`src/rtl/core/utf8_to_numeric_char_ref_defines.svh`:
```
// ----------------------------------------------------------------------------
// utf8_to_numeric_char_ref_defines
// assertion macros used by the back end of the utf8 to numeric reference converter
// ----------------------------------------------------------------------------
`ifndef UTF8_TO_NUMERIC_CHAR_REF_DEFINES_SVH
`define UTF8_TO_NUMERIC_CHAR_REF_DEFINES_SVH

// same-cycle implication, clocked on clk_i, off while rst_ni is low
`define U2NCR_ASSERT_NOW(lbl, ante, cons, msg) \
  lbl: assert property (@(posedge clk_i) disable iff (!rst_ni) \
    (ante) |-> (cons)) else $error(msg);

// next-cycle implication, clocked on clk_i, off while rst_ni is low
`define U2NCR_ASSERT_NEXT(lbl, ante, cons, msg) \
  lbl: assert property (@(posedge clk_i) disable iff (!rst_ni) \
    (ante) |=> (cons)) else $error(msg);

`endif

```
`src/rtl/core/u2ncr_pkg.sv`:
```
// ----------------------------------------------------------------------------
// u2ncr_pkg
// types, constants and decode helpers of the utf8 to numeric reference block
// ----------------------------------------------------------------------------
package u2ncr_pkg;

  // default cap on output bytes of one text
  localparam int OUT_LIMIT_DEFAULT = 256;

  // code point and digit sizes
  localparam int CODE_W     = 21;
  localparam int MAX_DIGITS = 7;
  localparam int ND_W       = 3;
  localparam int REF_EXTRA  = 3;

  // command queue between the two halves
  localparam int CQ_DEPTH = 4;
  localparam int CQ_PTR_W = 2;

  // reference characters
  localparam logic [7:0] CH_AMP  = 8'h26;
  localparam logic [7:0] CH_HASH = 8'h23;
  localparam logic [7:0] CH_SEMI = 8'h3b;
  localparam logic [7:0] CH_ZERO = 8'h30;

  // multiply-by-reciprocal divide by ten, exact below 2^21
  localparam logic [19:0] RECIP10   = 20'hccccd;
  localparam int          RECIP_SHR = 23;

  typedef enum logic [1:0] {
    CMD_RAW,
    CMD_REF,
    CMD_TERM
  } cmd_kind_e;

  typedef struct packed {
    cmd_kind_e          kind;
    logic [CODE_W-1:0]  data;
    logic               item_end;
  } cmd_t;

  typedef enum logic [2:0] {
    FR_ACCEPT,
    FR_TLEAD,
    FR_TB1,
    FR_TB2,
    FR_TERM
  } front_state_e;

  typedef enum logic [2:0] {
    BK_IDLE,
    BK_CONV,
    BK_CHECK,
    BK_AMP,
    BK_HASH,
    BK_DIG,
    BK_SEMI
  } back_state_e;

  // number of continuation bytes a lead byte asks for
  function automatic logic [1:0] need_of(input logic [7:0] b);
    logic [1:0] n;
    n = 2'd0;
    if ((b & 8'hf8) == 8'hf0) begin
      n = 2'd3;
    end else if ((b & 8'hf0) == 8'he0) begin
      n = 2'd2;
    end else if ((b & 8'he0) == 8'hc0) begin
      n = 2'd1;
    end
    return n;
  endfunction

  // code point from a lead, two held bytes and the closing byte
  function automatic logic [CODE_W-1:0] code_of(input logic [7:0] lead,
                                                 input logic [7:0] h0,
                                                 input logic [7:0] h1,
                                                 input logic [7:0] b,
                                                 input logic [1:0] k);
    logic [CODE_W-1:0] c;
    case (k)
      2'd3:    c = {lead[2:0], h0[5:0], h1[5:0], b[5:0]};
      2'd2:    c = {5'd0, lead[3:0], h0[5:0], b[5:0]};
      default: c = {10'd0, lead[4:0], b[5:0]};
    endcase
    return c;
  endfunction

endpackage

```
`src/rtl/core/u2ncr_front.sv`:
```
// ----------------------------------------------------------------------------
// u2ncr_front
// accepts input bytes, tracks pending sequences and issues commands
// ----------------------------------------------------------------------------
module u2ncr_front (
  input  logic              clk_i,
  input  logic              rst_ni,
  input  logic              in_valid_i,
  output logic              in_ready_o,
  input  logic [7:0]        in_byte_i,
  input  logic              text_last_i,
  output logic              push_o,
  output u2ncr_pkg::cmd_t   push_cmd_o,
  input  logic              q_full_i
);

  u2ncr_pkg::front_state_e state_q, state_d;
  logic [7:0] lead_q, lead_d;
  logic [7:0] h0_q, h0_d, h1_q, h1_d;
  logic [1:0] cnt_q, cnt_d;
  logic       pend_q, pend_d;
  logic       accept;
  logic [1:0] need_l;
  logic [1:0] need_b;
  logic       seq_done;

  assign in_ready_o = (state_q == u2ncr_pkg::FR_ACCEPT) && !q_full_i;
  assign accept     = in_valid_i && in_ready_o;
  assign need_l     = u2ncr_pkg::need_of(lead_q);
  assign need_b     = u2ncr_pkg::need_of(in_byte_i);
  assign seq_done   = ({1'b0, cnt_q} + 3'd1) >= {1'b0, need_l};

  // next state
  always_comb begin
    state_d = state_q;
    case (state_q)
      u2ncr_pkg::FR_ACCEPT: begin
        if (accept && text_last_i) begin
          if (pend_d) begin
            state_d = u2ncr_pkg::FR_TLEAD;
          end else begin
            state_d = u2ncr_pkg::FR_TERM;
          end
        end
      end
      u2ncr_pkg::FR_TLEAD: begin
        if (!q_full_i) begin
          state_d = (cnt_q == 2'd0) ? u2ncr_pkg::FR_TERM : u2ncr_pkg::FR_TB1;
        end
      end
      u2ncr_pkg::FR_TB1: begin
        if (!q_full_i) begin
          if (cnt_q == 2'd2 && u2ncr_pkg::need_of(h0_q) != 2'd1) begin
            state_d = u2ncr_pkg::FR_TB2;
          end else begin
            state_d = u2ncr_pkg::FR_TERM;
          end
        end
      end
      u2ncr_pkg::FR_TB2: begin
        if (!q_full_i) begin
          state_d = u2ncr_pkg::FR_TERM;
        end
      end
      u2ncr_pkg::FR_TERM: begin
        if (!q_full_i) begin
          state_d = u2ncr_pkg::FR_ACCEPT;
        end
      end
      default: state_d = u2ncr_pkg::FR_ACCEPT;
    endcase
  end

  // command issue and sequence tracking
  always_comb begin
    push_o     = 1'b0;
    push_cmd_o = '{kind: u2ncr_pkg::CMD_RAW, data: '0, item_end: 1'b0};
    lead_d     = lead_q;
    h0_d       = h0_q;
    h1_d       = h1_q;
    cnt_d      = cnt_q;
    pend_d     = pend_q;
    case (state_q)
      u2ncr_pkg::FR_ACCEPT: begin
        if (accept) begin
          push_cmd_o.item_end = !text_last_i;
          if (pend_q) begin
            if (seq_done) begin
              push_o          = 1'b1;
              push_cmd_o.kind = u2ncr_pkg::CMD_REF;
              push_cmd_o.data = u2ncr_pkg::code_of(lead_q, h0_q, h1_q, in_byte_i, need_l);
              pend_d          = 1'b0;
              cnt_d           = 2'd0;
            end else begin
              // at most two bytes wait here, the third one closes the sequence
              if (cnt_q[0]) begin
                h1_d = in_byte_i;
              end else begin
                h0_d = in_byte_i;
              end
              cnt_d = cnt_q + 2'd1;
            end
          end else if (need_b != 2'd0) begin
            lead_d = in_byte_i;
            pend_d = 1'b1;
            cnt_d  = 2'd0;
          end else begin
            push_o          = 1'b1;
            push_cmd_o.kind = u2ncr_pkg::CMD_RAW;
            push_cmd_o.data = {{(u2ncr_pkg::CODE_W-8){1'b0}}, in_byte_i};
          end
        end
      end
      // text ended inside a sequence: lead goes out raw
      u2ncr_pkg::FR_TLEAD: begin
        push_o          = !q_full_i;
        push_cmd_o.kind = u2ncr_pkg::CMD_RAW;
        push_cmd_o.data = {{(u2ncr_pkg::CODE_W-8){1'b0}}, lead_q};
      end
      // first held byte may itself open a two-byte sequence
      u2ncr_pkg::FR_TB1: begin
        push_o = !q_full_i;
        if (cnt_q == 2'd2 && u2ncr_pkg::need_of(h0_q) == 2'd1) begin
          push_cmd_o.kind = u2ncr_pkg::CMD_REF;
          push_cmd_o.data = u2ncr_pkg::code_of(h0_q, h0_q, h0_q, h1_q, 2'd1);
        end else begin
          push_cmd_o.kind = u2ncr_pkg::CMD_RAW;
          push_cmd_o.data = {{(u2ncr_pkg::CODE_W-8){1'b0}}, h0_q};
        end
      end
      u2ncr_pkg::FR_TB2: begin
        push_o          = !q_full_i;
        push_cmd_o.kind = u2ncr_pkg::CMD_RAW;
        push_cmd_o.data = {{(u2ncr_pkg::CODE_W-8){1'b0}}, h1_q};
      end
      u2ncr_pkg::FR_TERM: begin
        push_o              = !q_full_i;
        push_cmd_o.kind     = u2ncr_pkg::CMD_TERM;
        push_cmd_o.item_end = 1'b1;
        if (!q_full_i) begin
          pend_d = 1'b0;
          cnt_d  = 2'd0;
          lead_d = 8'd0;
        end
      end
      default: ;
    endcase
  end

  // control state
  always_ff @(posedge clk_i or negedge rst_ni) begin
    if (!rst_ni) begin
      state_q <= u2ncr_pkg::FR_ACCEPT;
      lead_q  <= 8'd0;
      cnt_q   <= 2'd0;
      pend_q  <= 1'b0;
    end else begin
      state_q <= state_d;
      lead_q  <= lead_d;
      cnt_q   <= cnt_d;
      pend_q  <= pend_d;
    end
  end

  // held continuation bytes
  always_ff @(posedge clk_i) begin
    h0_q <= h0_d;
    h1_q <= h1_d;
  end

endmodule

```
`config.mk`:
```
export PLATFORM = sky130hd
export DESIGN_NAME = u2ncr_front
export DESIGN_NICKNAME = d
export VERILOG_FILES = /design/src/rtl/core/utf8_to_numeric_char_ref_defines.svh /design/src/rtl/core/u2ncr_pkg.sv /design/src/rtl/core/u2ncr_front.sv
export SDC_FILE = /design/constraint.sdc
export NUM_CORES = 1
export LEC_CHECK = 0
export ABC_AREA = 1
export ABC_CLOCK_PERIOD_IN_PS = 5900
export BUFFER_PORTS_ARGS = -buffer_cell sky130_fd_sc_hd__buf_2
export CAP_MARGIN = 30
export CORE_MARGIN = 2
export CORE_UTILIZATION = 40
export CTS_CLUSTER_DIAMETER = 50
export DETAILED_ROUTE_END_ITERATION = 10
export GPL_ROUTABILITY_DRIVEN = 0
export GPL_TIMING_DRIVEN = 1
export SLEW_MARGIN = 20
export SYNTH_ARGS = -nofsm -noshare
export SYNTH_HDL_FRONTEND = slang
export SYNTH_SLANG_ARGS = --single-unit
```
`constraint.sdc`:
```
create_clock -name clk_i -period 5.9 [get_ports clk_i]
set_input_delay 0.295 -clock clk_i [delete_from_list [all_inputs] [get_ports clk_i]]
set_output_delay 0.295 -clock clk_i [all_outputs]
set_load 0.02 [all_outputs]
```
==> results.txt <==
Cts bufs inserted: 5
First-pass DRT Iterations: 4
Total die area: 0.00549 sq mm
Detail Route Antenna Nets: 0
RSZ-0062 raised after global routing: no
Crit path cell chain: nand3_4 -> nor2_4 -> nor2_2 -> clkinv_2 -> fa_1 -> nor2_1 -> nand2_1 -> nand2_1 -> nand2_1 -> nor2_4 -> inv_2 -> nor3_1 -> buf_2
Slew margin rel.: 41.6%
Power density over cell area: 293 mW/mm^2
CTS tree: yes
Finish-stage setup viols: 0
Commonest non-fill, non-tap cells in the layout: nand2_1 (72), buf_2 (38), nand3_1 (30), inv_1 (27), edfxtp_1 (16)
CP dominant cell by count: nand2_1
Final design instance area without fill: 0.00231 sq mm
Multi-input gate area in the final layout: 992 sq um
Final Slew Violations: 0
Final Hold Violating Endpoints: 0
Vias in the first global route: 1853
Clock Tree Buf Depth: 2
Port Buffer Count: 38
Fillers: 489
Yosys Warn Count: 0
Data arrival time of the worst path: 2.94 ns
Worst slew pin tran: 0.872 ns
Core area: 0.00472 sq mm
Slowest stage delay, CP: 0.46 ns
Min cycle time layout: 3.23 ns
Area grow syn2layout: 17.6%
Clock Tree Root: clkbuf_8
Register-to-Register Path Depth: 11
Maxcap violations: 0
ANT cells: 0
Hold WS: 0.240 ns
Rows: 25
DP HPWL: 4340 um
Global-route usage over all layers: 23.4%
Total power: 0.678 mW
Worst-path clk slew: 0.06 ns
DR vias: 1927
Die W: 74.1 um
Routed wire per std cell: 16.3 um
Hold Path Class: input port to register
Post-place instance area: 0.00222 sq mm
Status: complete, no violations
Dpl cells: 350
# DRC: 0
Syn_nets: 266
Crit path launch type: register
Synthesized cell area: 0.00197 sq mm
Layout Nets: 309
Crit path max fanout: 9
Worst skew pair latency: 0.28 ns
Leakage power: 1.05 nW
Setup crit end kind: primary output
Largest net degree at the start of global routing: 15
Gate Count Post-Synth: 248
Antenna violations before repair: 0
Starting DRT DRC Count: 160
Final period utilization: 54.8%
Worst path slowest cell: fa_1
CP Data Required Time: 5.61 ns
Initial Utilization: 41.6%
Clk sinks: 30
Post-Route WL: 5840 um
Total congestion overflow: 0
Mean Syn Cell Area: 7.93 sq um
Hold Path Cell Cnt: 1
CTS H-Tree Depth: 2
Synth cell types: 34
Chip height: 74.1 um
Layout cell share with drive strength beyond 1: 21.9%
Fin cells: 359
Total negative setup slack: 0 ns
Worst VDD drop: 0.182 mV
Fmax: 310 MHz
Seq cells post-synth: 30
Post-synthesis sequential area ratio: 42.2%
Kind of critical path: register to primary output
Register area: 831 sq um
Layout Skew: 0.00425 ns
Routed vias/inst: 5.37
First-pass GRT wire length: 9410 um
Most common cell after layout, fill and taps aside: nand2_1
IO Pins: 39
## worst max-delay path, delay by kind of cell (launching register included)
| family | cells | cell delay (ns) |
|---|---|---|
| adders and majority gates | 1 | 0.46 |
| and+or+nand+nor | 9 | 1.24 |
| buffers and inverters | 3 | 0.52 |
| DFF | 1 | 0.43 |
## layout make-up
cell class	count	area share, %
Multi-Input combinational cell	182	42.9
Timing Repair Buffer	39	8.65
Tap cell	67	3.62
Inverter	33	5.41
Sequential cell	30	35.9
Clock inverter	2	0.379
Clock buffer	6	3.14
## power by group
group,switching [mW],internal (mW)
clock network,0.0775,0.0809
registers,0.0399,0.247
logic,0.166,0.0670
## state kept, by name (all words and copies together), names as in the netlist
name / flops
state_q: 3
pend_q: 1
h0_q: 8
h1_q: 8
lead_q: 8
cnt_q: 2
## logic make-up (layout without fill, tap and decap cells)
kind of cell / after synthesis / count (layout) / synth area share, %
flip-flops: 30 / 30 / 42.2
adder cells (fa/ha/maj): 5 / 5 / 3.56
AND/OR/NAND/NOR: 134 / 134 / 33.7
AO/OA/AOI/OAI: 43 / 43 / 12.9
buffers and inverters: 36 / 80 / 7.57
## metal layers
layer / track usage [%] / wire (um) / up-vias
met4: 7.27 / 110 / 0
met1: 30.4 / 2530 / 902
li1: - / - / 935
met5: 0 / 0 / -
met3: 4.07 / 423 / 13
met2: 39.9 / 2780 / 77
## synthesized netlist by cell type (all sizes together)
library cell | number | share of area (%)
a211oi | 1 | 0.38
o21bai | 1 | 0.38
nand4 | 6 | 2.7
nand2 | 75 | 15
a22oi | 2 | 0.76
a32oi | 2 | 0.89
a31oi | 1 | 0.32
nor3 | 9 | 3.4
edfxtp | 16 | 24
nor2 | 11 | 3.8
nor4 | 1 | 0.32
and3 | 1 | 0.32
nand3 | 31 | 8.5
clkinv | 1 | 0.25
inv | 32 | 6.1
a21oi | 11 | 3.0
o211ai | 6 | 2.3
buf | 3 | 1.2
ha | 4 | 2.5
dfrtp | 14 | 18
o21ai | 18 | 4.6
fa | 1 | 1.0
o22ai | 1 | 0.32
## path summary, 6_finish.rpt
check                             start             end  slack (ns)
hold reg to reg                cnt_q[1]        cnt_q[1]        0.58
setup reg to reg              lead_q[7]         h0_q[1]        2.95
min in group asynchronous        rst_ni       lead_q[1]        0.46
hold / removal             in_byte_i[6]         h1_q[6]        0.24
max in group asynchronous        rst_ni      state_q[1]        5.18
setup / recovery              lead_q[7]  push_cmd_o[18]        2.67
## stage by stage
stage	setup slack (ns)	utilization, %
2_1_floorplan	3.23	-
3_3_place_gp	2.83	46.9
3_5_place_dp	2.97	47.0
4_1_cts	2.69	49.0
5_1_grt	2.45	49.0
6_report	2.67	49.0
## repair_timing
item / 4_1_cts / 5_1_grt
hold endpoints to repair: 14 / 0
gates resized for setup: 0 / 0
setup buffers: 0 / 0
hold buffers: 1 / 0
(Power assumes the default switching activity.)
