$ cat config.mk
export PLATFORM = sky130hd
export DESIGN_NAME = u2ncr_cmdq
export DESIGN_NICKNAME = d
export VERILOG_FILES = /design/src/rtl/core/utf8_to_numeric_char_ref_defines.svh /design/src/rtl/core/u2ncr_pkg.sv /design/src/rtl/core/u2ncr_cmdq.sv
export SDC_FILE = /design/constraint.sdc
export NUM_CORES = 1
export LEC_CHECK = 0
export ABC_AREA = 1
export BUFFER_PORTS_ARGS = -buffer_cell sky130_fd_sc_hd__buf_2
export CORE_MARGIN = 5
export CORE_UTILIZATION = 62
export CTS_CLUSTER_DIAMETER = 100
export DETAILED_ROUTE_END_ITERATION = 7
export GPL_ROUTABILITY_DRIVEN = 0
export PLACE_DENSITY = 0.84
export SYNTH_ARGS = -nofsm -noshare
export SYNTH_HDL_FRONTEND = slang
export SYNTH_SLANG_ARGS = --single-unit
export TNS_END_PERCENT = 30
$ cat constraint.sdc
create_clock -name clk_i -period 5.3 [get_ports clk_i]
set_input_delay 1.06 -clock clk_i [delete_from_list [all_inputs] [get_ports clk_i]]
set_output_delay 1.06 -clock clk_i [all_outputs]
set_load 0.05 [all_outputs]
$ cat src/rtl/core/utf8_to_numeric_char_ref_defines.svh
// ----------------------------------------------------------------------------
// utf8_to_numeric_char_ref_defines
// assertion macros used by the back end of the utf8 to numeric reference converter
// ----------------------------------------------------------------------------
`ifndef UTF8_TO_NUMERIC_CHAR_REF_DEFINES_SVH
`define UTF8_TO_NUMERIC_CHAR_REF_DEFINES_SVH

// same-cycle implication, clocked on clk_i, off while rst_ni is low
`define U2NCR_ASSERT_NOW(lbl, ante, cons, msg) \
  lbl: assert property (@(posedge clk_i) disable iff (!rst_ni) \
    (ante) |-> (cons)) else $error(msg);

// next-cycle implication, clocked on clk_i, off while rst_ni is low
`define U2NCR_ASSERT_NEXT(lbl, ante, cons, msg) \
  lbl: assert property (@(posedge clk_i) disable iff (!rst_ni) \
    (ante) |=> (cons)) else $error(msg);

`endif

$ cat src/rtl/core/u2ncr_pkg.sv
// ----------------------------------------------------------------------------
// u2ncr_pkg
// types, constants and decode helpers of the utf8 to numeric reference block
// ----------------------------------------------------------------------------
package u2ncr_pkg;

  // default cap on output bytes of one text
  localparam int OUT_LIMIT_DEFAULT = 256;

  // code point and digit sizes
  localparam int CODE_W     = 21;
  localparam int MAX_DIGITS = 7;
  localparam int ND_W       = 3;
  localparam int REF_EXTRA  = 3;

  // command queue between the two halves
  localparam int CQ_DEPTH = 4;
  localparam int CQ_PTR_W = 2;

  // reference characters
  localparam logic [7:0] CH_AMP  = 8'h26;
  localparam logic [7:0] CH_HASH = 8'h23;
  localparam logic [7:0] CH_SEMI = 8'h3b;
  localparam logic [7:0] CH_ZERO = 8'h30;

  // multiply-by-reciprocal divide by ten, exact below 2^21
  localparam logic [19:0] RECIP10   = 20'hccccd;
  localparam int          RECIP_SHR = 23;

  typedef enum logic [1:0] {
    CMD_RAW,
    CMD_REF,
    CMD_TERM
  } cmd_kind_e;

  typedef struct packed {
    cmd_kind_e          kind;
    logic [CODE_W-1:0]  data;
    logic               item_end;
  } cmd_t;

  typedef enum logic [2:0] {
    FR_ACCEPT,
    FR_TLEAD,
    FR_TB1,
    FR_TB2,
    FR_TERM
  } front_state_e;

  typedef enum logic [2:0] {
    BK_IDLE,
    BK_CONV,
    BK_CHECK,
    BK_AMP,
    BK_HASH,
    BK_DIG,
    BK_SEMI
  } back_state_e;

  // number of continuation bytes a lead byte asks for
  function automatic logic [1:0] need_of(input logic [7:0] b);
    logic [1:0] n;
    n = 2'd0;
    if ((b & 8'hf8) == 8'hf0) begin
      n = 2'd3;
    end else if ((b & 8'hf0) == 8'he0) begin
      n = 2'd2;
    end else if ((b & 8'he0) == 8'hc0) begin
      n = 2'd1;
    end
    return n;
  endfunction

  // code point from a lead, two held bytes and the closing byte
  function automatic logic [CODE_W-1:0] code_of(input logic [7:0] lead,
                                                 input logic [7:0] h0,
                                                 input logic [7:0] h1,
                                                 input logic [7:0] b,
                                                 input logic [1:0] k);
    logic [CODE_W-1:0] c;
    case (k)
      2'd3:    c = {lead[2:0], h0[5:0], h1[5:0], b[5:0]};
      2'd2:    c = {5'd0, lead[3:0], h0[5:0], b[5:0]};
      default: c = {10'd0, lead[4:0], b[5:0]};
    endcase
    return c;
  endfunction

endpackage

$ cat src/rtl/core/u2ncr_cmdq.sv
// ----------------------------------------------------------------------------
// u2ncr_cmdq
// small command queue between the byte front end and the output back end
// ----------------------------------------------------------------------------
module u2ncr_cmdq (
  input  logic              clk_i,
  input  logic              rst_ni,
  input  logic              push_i,
  input  u2ncr_pkg::cmd_t   push_cmd_i,
  output logic              full_o,
  input  logic              pop_i,
  output logic              empty_o,
  output u2ncr_pkg::cmd_t   head_o
);

  u2ncr_pkg::cmd_t mem_q [u2ncr_pkg::CQ_DEPTH];
  logic [u2ncr_pkg::CQ_PTR_W-1:0] wr_q, wr_d, rd_q, rd_d;
  logic [u2ncr_pkg::CQ_PTR_W:0]   fill_q, fill_d;
  logic do_push, do_pop;

  assign full_o  = fill_q == (u2ncr_pkg::CQ_PTR_W+1)'(u2ncr_pkg::CQ_DEPTH);
  assign empty_o = fill_q == '0;
  assign head_o  = mem_q[rd_q];
  assign do_push = push_i && !full_o;
  assign do_pop  = pop_i && !empty_o;

  // pointer and fill update
  always_comb begin
    wr_d   = do_push ? wr_q + 1'b1 : wr_q;
    rd_d   = do_pop ? rd_q + 1'b1 : rd_q;
    fill_d = fill_q;
    if (do_push && !do_pop) begin
      fill_d = fill_q + 1'b1;
    end else if (!do_push && do_pop) begin
      fill_d = fill_q - 1'b1;
    end
  end

  always_ff @(posedge clk_i or negedge rst_ni) begin
    if (!rst_ni) begin
      wr_q   <= '0;
      rd_q   <= '0;
      fill_q <= '0;
    end else begin
      wr_q   <= wr_d;
      rd_q   <= rd_d;
      fill_q <= fill_d;
    end
  end

  // storage
  always_ff @(posedge clk_i) begin
    if (do_push) begin
      mem_q[wr_q] <= push_cmd_i;
    end
  end

endmodule

==> impl_metrics.py, run 1 <==
metrics = {
    "outcome": {
        "status": "completed",
    },
    "grt": {
        "grt_max_degree": 64,
        "grt_pass1_wl_um": 11800,
        "grt_pass1_vias": 2526,
        "grt_overflow": 0,
        "antenna_found_initial": 0,
        "grt_use_total": 0.180,
    },
    "sta": {
        "fmax_mhz": 274,
        "slew_headroom": 0.293,
        "final.period_utilization": 0.689,
        "fin_tns_setup_ps": 0,
        "rsz0062_at_grt": "false",
        "drv_slew": 0,
        "period_minus_slack_ps": 3650,
        "fin_worst_skew_ps": 5.92,
        "finalSetupViolCount": 0,
        "fin_ws_ps": 1650,
        "worst_slew_pin_slew_ps": 1060,
        "hold_viol": 0,
    },
    "yosys": {
        "syn-num-nets": 375,
        "synth-xor-area-share": 0.00202,
        "synth.mux.area_fraction": 0,
        "synthCells": 341,
        "ys_seq_area_frac": 0.704,
        "mappedNetlistArea_um2": 4350,
        "yosys.area_share.simple": 0.0907,
        "ys_types": 18,
        "synth_seq_cells": 103,
        "synth_fa_ha_area_frac": 0.0190,
        "syn_avg_cell_area_um2": 12.7,
        "ys_warn_count": 0,
        "synth_top_family_by_area": "compound AO/OA/AOI/OAI gates",
        "synth_compound_area_frac": 0.106,
    },
    "critical_path": {
        "critical_path_class": "reg -> out",
        "reg2reg_from": "rd_q[1]",
        "start_kind": "register",
        "rrSetupSlack_ps": 3190,
        "slowest_delay_ps": 660,
        "worstRegToRegCells": 5,
        "critPathMostFrequentCell": "nand2_1",
        "arrival_ps": 2590,
        "cp_max_fo": 63,
        "cp-end-kind": "primary output",
        "timing.rr.end": "rd_q[1]",
        "crit_chain": "clkinv_2, buf_4, nand2_1, o211ai_2, nand2_1, buf_2",
        "required_ps": 4240,
        "slowest_stage": "clkinv_2",
    },
    "placed_design": {
        "dp_hpwl_um": 4820,
        "post-place-ws_ps": 2080,
        "io_buffers": 53,
    },
    "clocking": {
        "cts_buffers": 9,
        "cts_resized": 0,
        "cts.sink_count": 103,
        "clk_latency_ps": 350,
        "hold_buffers": 0,
        "htreeDepth": 3,
        "post_cts_buffers": 0,
        "tritoncts": "done",
        "cts-root-buf": "clkbuf_8",
        "cts_buffer_depth": 2,
        "clk_pin_slew_ps": 80,
    },
    "power_and_ir_drop": {
        "switching_share": 0.456,
        "seqPwrFrac": 0.391,
        "power.leakage_nw": 2.07,
        "peakVddDrop_v": 0.000410,
        "power.share.clock": 0.150,
        "power_mw": 2.98,
        "combPwrFrac": 0.459,
        "cellInternalPower_mw": 1.62,
        "p_sw_mw": 1.36,
        "p_per_area_nw_per_um2": 613,
    },
    "routing": {
        "totalWireLength_um": 7460,
        "via_per_inst": 5.15,
        "wire_per_inst_um": 15.1,
        "drt_iter0_drc": 141,
        "post-route-drc-count": 0,
        "dr.pass1.iters": 5,
        "postRouteAntennaNets": 0,
        "vias": 2549,
    },
    "worst_hold_path": {
        "min_path_type": "reg -> reg",
        "hold_end": "fill_q[2]",
        "hp-start": "fill_q[2]",
        "hold_depth": 2,
    },
    "cells_and_area": {
        "layout-drive-gt1-share": 0.233,
        "diodes": 0,
        "nets": 429,
        "finish.utilization": 0.715,
        "areaGrowthSynthToFinish_pct": 11.7,
    },
    "floorplan": {
        "initial_core_util": 0.640,
        "die_area_um2": 8780,
        "die_h_um": 93.7,
        "die_w_um": 93.7,
        "fp.coreArea_um2": 6790,
        "fp-row-count": 30,
        "io_pins": 54,
    },
    "flow_run": {
        "max-cap-violations": 0,
    },
}
[power by group through the flow]
stage	combinational, mW	clock, mW	sequential, mW
after floorplan	1.13	0	1.14
after global placement	1.34	0	1.17
after detailed placement	1.38	0	1.18
after CTS	1.38	0.455	1.16
after global routing	1.47	0.490	1.18
final	1.37	0.445	1.16
[state kept, by name, summed over array words and instances, names as in the netlist]
register  cells
wr_q          2
rd_q          2
fill_q        3
mem_q        96
[critical path: cells and delay by family, from the launching register on]
kind / cells / cell delay [ps]
compound gates: 1 / 100
simple gates: 2 / 270
flops: 1 / 390
buf+inv: 3 / 1460
[through the flow]
stage | instances | instance area, um2 | hold slack (ps)
global route | 495 | 4850 | 523
floorplan | 341 | 4350 | 463
finish | 495 | 4850 | 506
CTS | 495 | 4850 | 507
global placement | 480 | 4680 | 477
detailed placement | 480 | 4680 | 490
[per-layer routing]
metal | wire, um | GRT usage
met1 | 3120 | 0.219
met5 | 0 | 0
met4 | 220 | 0.0939
met2 | 3730 | 0.301
met3 | 388 | 0.0377
[cell families (layout without fill, tap and decap cells)]
group	Yosys count	count (layout)
AND/OR/NAND/NOR	102	102
AO/OA/AOI/OAI	49	49
XOR/XNOR	1	1
adder cells (fa/ha/maj)	6	6
buffers and inverters	80	138
flip-flops	103	103
[placed cells by master, fill, tap and decap left out]
cell type | synthesis | routed
ha_1 | 5 | 5
xnor2_1 | 1 | 1
clkbuf_1 | 1 | 5
nand3_1 | 7 | 7
buf_4 | 2 | 5
fa_1 | 1 | 1
buf_2 | 9 | 53
inv_2 | 2 | 1
nor2_2 | 0 | 4
inv_1 | 63 | 63
nand2_1 | 90 | 90
dfrtp_1 | 7 | 7
clkinv_2 | 0 | 1
o211ai_2 | 19 | 19
o21ai_0 | 1 | 1
nand4_1 | 1 | 1
o211ai_1 | 29 | 29
bufinv_16 | 0 | 1
clkbuf_8 | 0 | 9
edfxtp_1 | 96 | 96
[cell type report]
type,instances,area (um2)
flip-flops and latches,103,3060
fillers,469,1940
multi-input cells,158,956
well taps,96,120
clock inverters,1,30.0
clock buffers,14,143
inverters,65,245
repair buffers,58,303
[cells in the mapped netlist]
library cell | instances | area, um2
edfxtp_1 | 96 | 2880
nand2_1 | 90 | 338
inv_1 | 63 | 236
o211ai_1 | 29 | 218
o211ai_2 | 19 | 238
buf_2 | 9 | 45.0
dfrtp_1 | 7 | 175
nand3_1 | 7 | 35.0
ha_1 | 5 | 62.6
nor2_1 | 4 | 15.0
buf_6 | 3 | 33.8
buf_4 | 2 | 15.0
inv_2 | 2 | 7.51
clkbuf_1 | 1 | 3.75
fa_1 | 1 | 20.0
nand4_1 | 1 | 6.26
o21ai_0 | 1 | 5.00
xnor2_1 | 1 | 8.76
[worst max path at each step]
| stage | startpoint | endpoint | slack [ps] |
|---|---|---|---|
| floorplan | push_i | mem_q[0][0] | 2670 |
| global placement | rd_q[0] | head_o[13] | 2150 |
| detailed placement | rd_q[0] | head_o[13] | 2080 |
| CTS | rd_q[0] | head_o[16] | 1620 |
| global route | rd_q[0] | head_o[16] | 1440 |
| finish | rd_q[0] | head_o[16] | 1650 |
(Power assumes the default switching activity.)
==> inputs of run 2 (changes only) <==
--- a/config.mk
+++ b/config.mk
@@ -8,11 +8,11 @@
 export ABC_AREA = 1
 export BUFFER_PORTS_ARGS = -buffer_cell sky130_fd_sc_hd__buf_2
 export CORE_MARGIN = 5
-export CORE_UTILIZATION = 62
+export CORE_UTILIZATION = 57
 export CTS_CLUSTER_DIAMETER = 100
 export DETAILED_ROUTE_END_ITERATION = 7
 export GPL_ROUTABILITY_DRIVEN = 0
-export PLACE_DENSITY = 0.84
+export PLACE_DENSITY = 0.79
 export SYNTH_ARGS = -nofsm -noshare
 export SYNTH_HDL_FRONTEND = slang
 export SYNTH_SLANG_ARGS = --single-unit
==> constraint.sdc (replaced) <==
create_clock -name clk_i -period 3.55 [get_ports clk_i]
set_input_delay 0.71 -clock clk_i [delete_from_list [all_inputs] [get_ports clk_i]]
set_output_delay 0.71 -clock clk_i [all_outputs]
set_load 0.05 [all_outputs]
==> impl_metrics.py, run 2 (synthesis results as in run 1) <==
metrics = {
    "outcome": {
        "status": "completed",
    },
    "cells_and_area": {
        "top_regs": "mem_q x96, fill_q x3",
        "nets": 427,
        "final_common_cell": "edfxtp_1",
        "top_register": "mem_q",
        "areaGrowthSynthToFinish_pct": 11.5,
        "layout_common_cells": "edfxtp_1 (96), nand2_1 (90), inv_1 (63)",
        "diodes": 0,
        "finish.utilization": 0.661,
        "stdcell_area_um2": 4850,
        "fin_cells": 496,
        "n_fill_cell": 545,
        "largest_register_ffs": 96,
        "layout-drive-gt1-share": 0.237,
    },
    "clocking": {
        "post_cts_buffers": 0,
        "tritoncts": "done",
        "htreeDepth": 3,
        "hold_buffers": 0,
        "cts_buffer_depth": 2,
        "cts.sink_count": 103,
        "clk_pin_slew_ps": 90,
        "cts_resized": 0,
        "cts_buffers": 9,
        "clk_latency_ps": 360,
        "cts-root-buf": "clkbuf_8",
    },
    "sta": {
        "finalSetupViolCount": 0,
        "holdWs_ps": 175,
        "worst_slew_pin_slew_ps": 790,
        "fin_worst_skew_ps": 7.35,
        "period_minus_slack_ps": 3070,
        "drv_slew": 0,
        "slew_headroom": 0.472,
        "fin_tns_setup_ps": 0,
        "final.period_utilization": 0.865,
        "hold_viol": 0,
        "fmax_mhz": 326,
        "rsz0062_at_grt": "false",
    },
    "flow_run": {
        "max-cap-violations": 0,
    },
    "placed_design": {
        "placed_area_um2": 4690,
        "dp.cells": 481,
        "io_buffers": 53,
        "dp_hpwl_um": 4580,
    },
    "routing": {
        "drt_iter0_drc": 130,
        "post-route-drc-count": 0,
        "totalWireLength_um": 7240,
        "dr.pass1.iters": 4,
        "postRouteAntennaNets": 0,
        "vias": 2527,
        "via_per_inst": 5.09,
        "wire_per_inst_um": 14.6,
    },
    "grt": {
        "grt_pass1_vias": 2604,
        "antenna_found_initial": 0,
        "grt_pass1_wl_um": 12000,
        "grt_overflow": 0,
        "grt_use_total": 0.161,
        "grt_max_degree": 60,
    },
    "floorplan": {
        "die_h_um": 97.3,
        "io_pins": 54,
        "die_w_um": 97.3,
        "initial_core_util": 0.593,
        "die_area_um2": 9470,
        "fp.coreArea_um2": 7330,
        "fp-row-count": 31,
    },
    "power_and_ir_drop": {
        "p_per_area_nw_per_um2": 908,
        "peakVddDrop_v": 0.000519,
        "power.leakage_nw": 2.05,
    },
    "critical_path": {
        "critical_path_class": "reg -> out",
        "cp-end-kind": "primary output",
        "start_kind": "register",
        "cp_max_fo": 59,
        "required_ps": 2840,
        "arrival_ps": 2360,
    },
    "worst_hold_path": {
        "min_path_type": "in -> async",
    },
}
## run 2: routing by layer
layer,share of wire,global-route usage,vias to the layer above
li1,-,-,1259
met1,0.41,0.193,1183
met2,0.51,0.280,72
met3,0.053,0.0302,13
met4,0.022,0.0777,0
met5,0,0,-
## run 2: final cells by class
class                      count  area, um2  share of cell area
sequential                   103       3060               0.631
tap                           99        124              0.0256
clock inverter                 6       37.5             0.00774
timing repair buffer          56        288              0.0594
multi-input combinational    158        971               0.200
clock buffer                   9        124              0.0256
inverter                      65        245              0.0506
## run 2: per-stage QoR
stage,setup WS [ps],power (mW)
finish,478,4.40
floorplan,1270,3.39
CTS,503,4.44
detailed placement,905,3.83
global route,273,4.66
global placement,978,3.77
## run 2: path summary, 6_finish.rpt
check | slack (ps) | start | endpoint | cells after the start
worst min-delay path | 180 | rst_ni | wr_q[0] | 1
worst max register to register | 1440 | fill_q[1] | fill_q[1] | 9
worst max-delay path | 480 | rd_q[0] | head_o[17] | 6
min in group clk_i | 520 | fill_q[2] | fill_q[2] | 2
worst min register to register | 520 | fill_q[2] | fill_q[2] | 2
max in group asynchronous | 3200 | rst_ni | rd_q[0] | 1
## run 2: power breakdown
| part | leakage, nW | internal [mW] | total (mW) | switching, mW |
|---|---|---|---|---|
| Clock | 0.0806 | 0.249 | 0.620 | 0.372 |
| Combinational | 1.01 | 0.489 | 2.09 | 1.60 |
| Sequential | 0.964 | 1.61 | 1.69 | 0.0852 |
| Total | 2.05 | 2.34 | 4.40 | 2.06 |
## run 2: worst max-delay path, stage by stage (launching register included)
cell and delay [ps]:
dfrtp_1 410, clkinv_2 390, buf_4 600, nand2_1 130
o211ai_1 120, nand2_1 100, buf_2 220
==> inputs of run 3 (changes only) <==
--- a/config.mk
+++ b/config.mk
@@ -13,6 +13,7 @@
 export DETAILED_ROUTE_END_ITERATION = 7
 export GPL_ROUTABILITY_DRIVEN = 0
 export PLACE_DENSITY = 0.79
+export REMOVE_ABC_BUFFERS = 1
 export SYNTH_ARGS = -nofsm -noshare
 export SYNTH_HDL_FRONTEND = slang
 export SYNTH_SLANG_ARGS = --single-unit
==> impl_metrics.py, run 3 (synthesis results as in run 1) <==
metrics = {
    "outcome": {
        "status": "completed",
    },
    "flow_run": {
        "max-cap-violations": 0,
    },
    "routing": {
        "totalWireLength_um": 7570,
        "postRouteAntennaNets": 0,
        "dr.pass1.iters": 4,
        "via_per_inst": 5.13,
        "drt_iter0_drc": 165,
        "wire_per_inst_um": 15.1,
        "post-route-drc-count": 0,
        "vias": 2570,
    },
    "power_and_ir_drop": {
        "p_sw_mw": 2.06,
        "power.share.clock": 0.142,
        "p_per_area_nw_per_um2": 910,
        "cellInternalPower_mw": 2.37,
        "power.leakage_nw": 2.07,
        "peakVddDrop_v": 0.000644,
        "seqPwrFrac": 0.381,
        "switching_share": 0.465,
        "combPwrFrac": 0.477,
    },
    "critical_path": {
        "timing.rr.end": "mem_q[1][8]",
        "cp-end-kind": "primary output",
        "arrival_ps": 2300,
        "critical_path_class": "reg -> out",
        "start_kind": "register",
        "worstRegToRegCells": 5,
        "required_ps": 2840,
        "reg2reg_from": "fill_q[0]",
        "rrSetupSlack_ps": 1430,
        "cp_max_fo": 54,
    },
    "floorplan": {
        "initial_core_util": 0.593,
        "fp-row-count": 31,
        "die_area_um2": 9470,
        "io_pins": 54,
        "die_h_um": 97.3,
        "die_w_um": 97.3,
        "fp.coreArea_um2": 7330,
    },
    "worst_hold_path": {
        "min_path_type": "in -> async",
    },
    "clocking": {
        "cts_buffer_depth": 2,
        "cts.sink_count": 103,
        "htreeDepth": 3,
        "clk_latency_ps": 360,
        "hold_buffers": 0,
        "post_cts_buffers": 0,
        "cts_resized": 0,
        "tritoncts": "done",
        "cts_buffers": 9,
        "clk_pin_slew_ps": 90,
        "cts-root-buf": "clkbuf_8",
    },
    "sta": {
        "drv_slew": 0,
        "finalSetupViolCount": 0,
        "fin_tns_setup_ps": 0,
        "fin_worst_skew_ps": 11.5,
        "worst_slew_pin_slew_ps": 717,
        "rsz0062_at_grt": "false",
        "fmax_mhz": 332,
        "final.period_utilization": 0.848,
        "period_minus_slack_ps": 3010,
        "hold_viol": 0,
        "slew_headroom": 0.522,
    },
    "cells_and_area": {
        "layout-drive-gt1-share": 0.244,
        "layout_common_cells": "edfxtp_1 (96), nand2_1 (90), inv_1 (63)",
        "largest_register_ffs": 96,
        "final_common_cell": "edfxtp_1",
        "top_regs": "mem_q x96, fill_q x3",
        "stdcell_area_um2": 4880,
        "top_register": "mem_q",
        "multi_input_area_um2": 956,
        "regArea_um2": 3060,
        "diodes": 0,
        "nets": 431,
        "n_fill_cell": 504,
        "areaGrowthSynthToFinish_pct": 12.2,
    },
    "grt": {
        "grt_use_total": 0.172,
        "grt_pass1_wl_um": 12700,
        "grt_pass1_vias": 2548,
        "antenna_found_initial": 0,
        "grt_overflow": 0,
        "grt_max_degree": 55,
    },
    "placed_design": {
        "io_buffers": 53,
        "placed_area_um2": 4710,
        "dp_hpwl_um": 4980,
    },
}
[run 3: area by class of cell]
type / count / area share
Sequential cell: 103 / 0.627
Tap cell: 99 / 0.0254
Timing Repair Buffer: 60 / 0.0677
Clock inverter: 6 / 0.00744
Inverter: 65 / 0.0503
Multi-Input combinational cell: 158 / 0.196
Clock buffer: 10 / 0.0262
[run 3: metal layers]
| layer | part of all wire | wire (um) | GRT usage | up-vias |
|---|---|---|---|---|
| met5 | 0 | 0 | 0 | - |
| met4 | 0.020 | 153 | 0.0852 | 0 |
| met3 | 0.048 | 365 | 0.0302 | 12 |
| met2 | 0.48 | 3660 | 0.270 | 70 |
| met1 | 0.45 | 3390 | 0.231 | 1221 |
| li1 | - | - | - | 1267 |
[run 3: worst max-delay path by stage]
stage	startpoint	end	slack (ps)
after CTS	rd_q[0]	head_o[16]	490
final	rd_q[0]	head_o[16]	540
after global routing	rd_q[0]	head_o[16]	340
after floorplan	rd_q[0]	head_o[6]	990
after detailed placement	rd_q[0]	head_o[3]	930
after global placement	rd_q[0]	head_o[21]	980
[run 3: worst max-delay path, stage by stage, from the launching register on]
cell      delay, ps
dfrtp_1         390
clkinv_2        570
buf_12          420
nand2_1         100
o211ai_2         80
nand2_1         110
buf_2           260
[run 3: power groups by stage]
stage / Sequential [mW] / Clock [mW] / Combinational (mW)
2_1_floorplan: 1.73 / 0 / 1.57
3_3_place_gp: 1.71 / 0 / 2.10
3_5_place_dp: 1.72 / 0 / 2.14
4_1_cts: 1.69 / 0.642 / 2.15
5_1_grt: 1.72 / 0.697 / 2.30
6_report: 1.69 / 0.629 / 2.12
[run 3: metrics by stage]
stage	power [mW]	std cells	hold slack (ps)	utilization	worst slack [ps]
floorplan	3.30	326	414	-	990
global placement	3.80	485	482	0.643	980
detailed placement	3.86	485	500	0.643	930
CTS	4.48	501	159	0.665	490
global route	4.72	501	155	0.665	341
finish	4.44	501	172	0.665	541
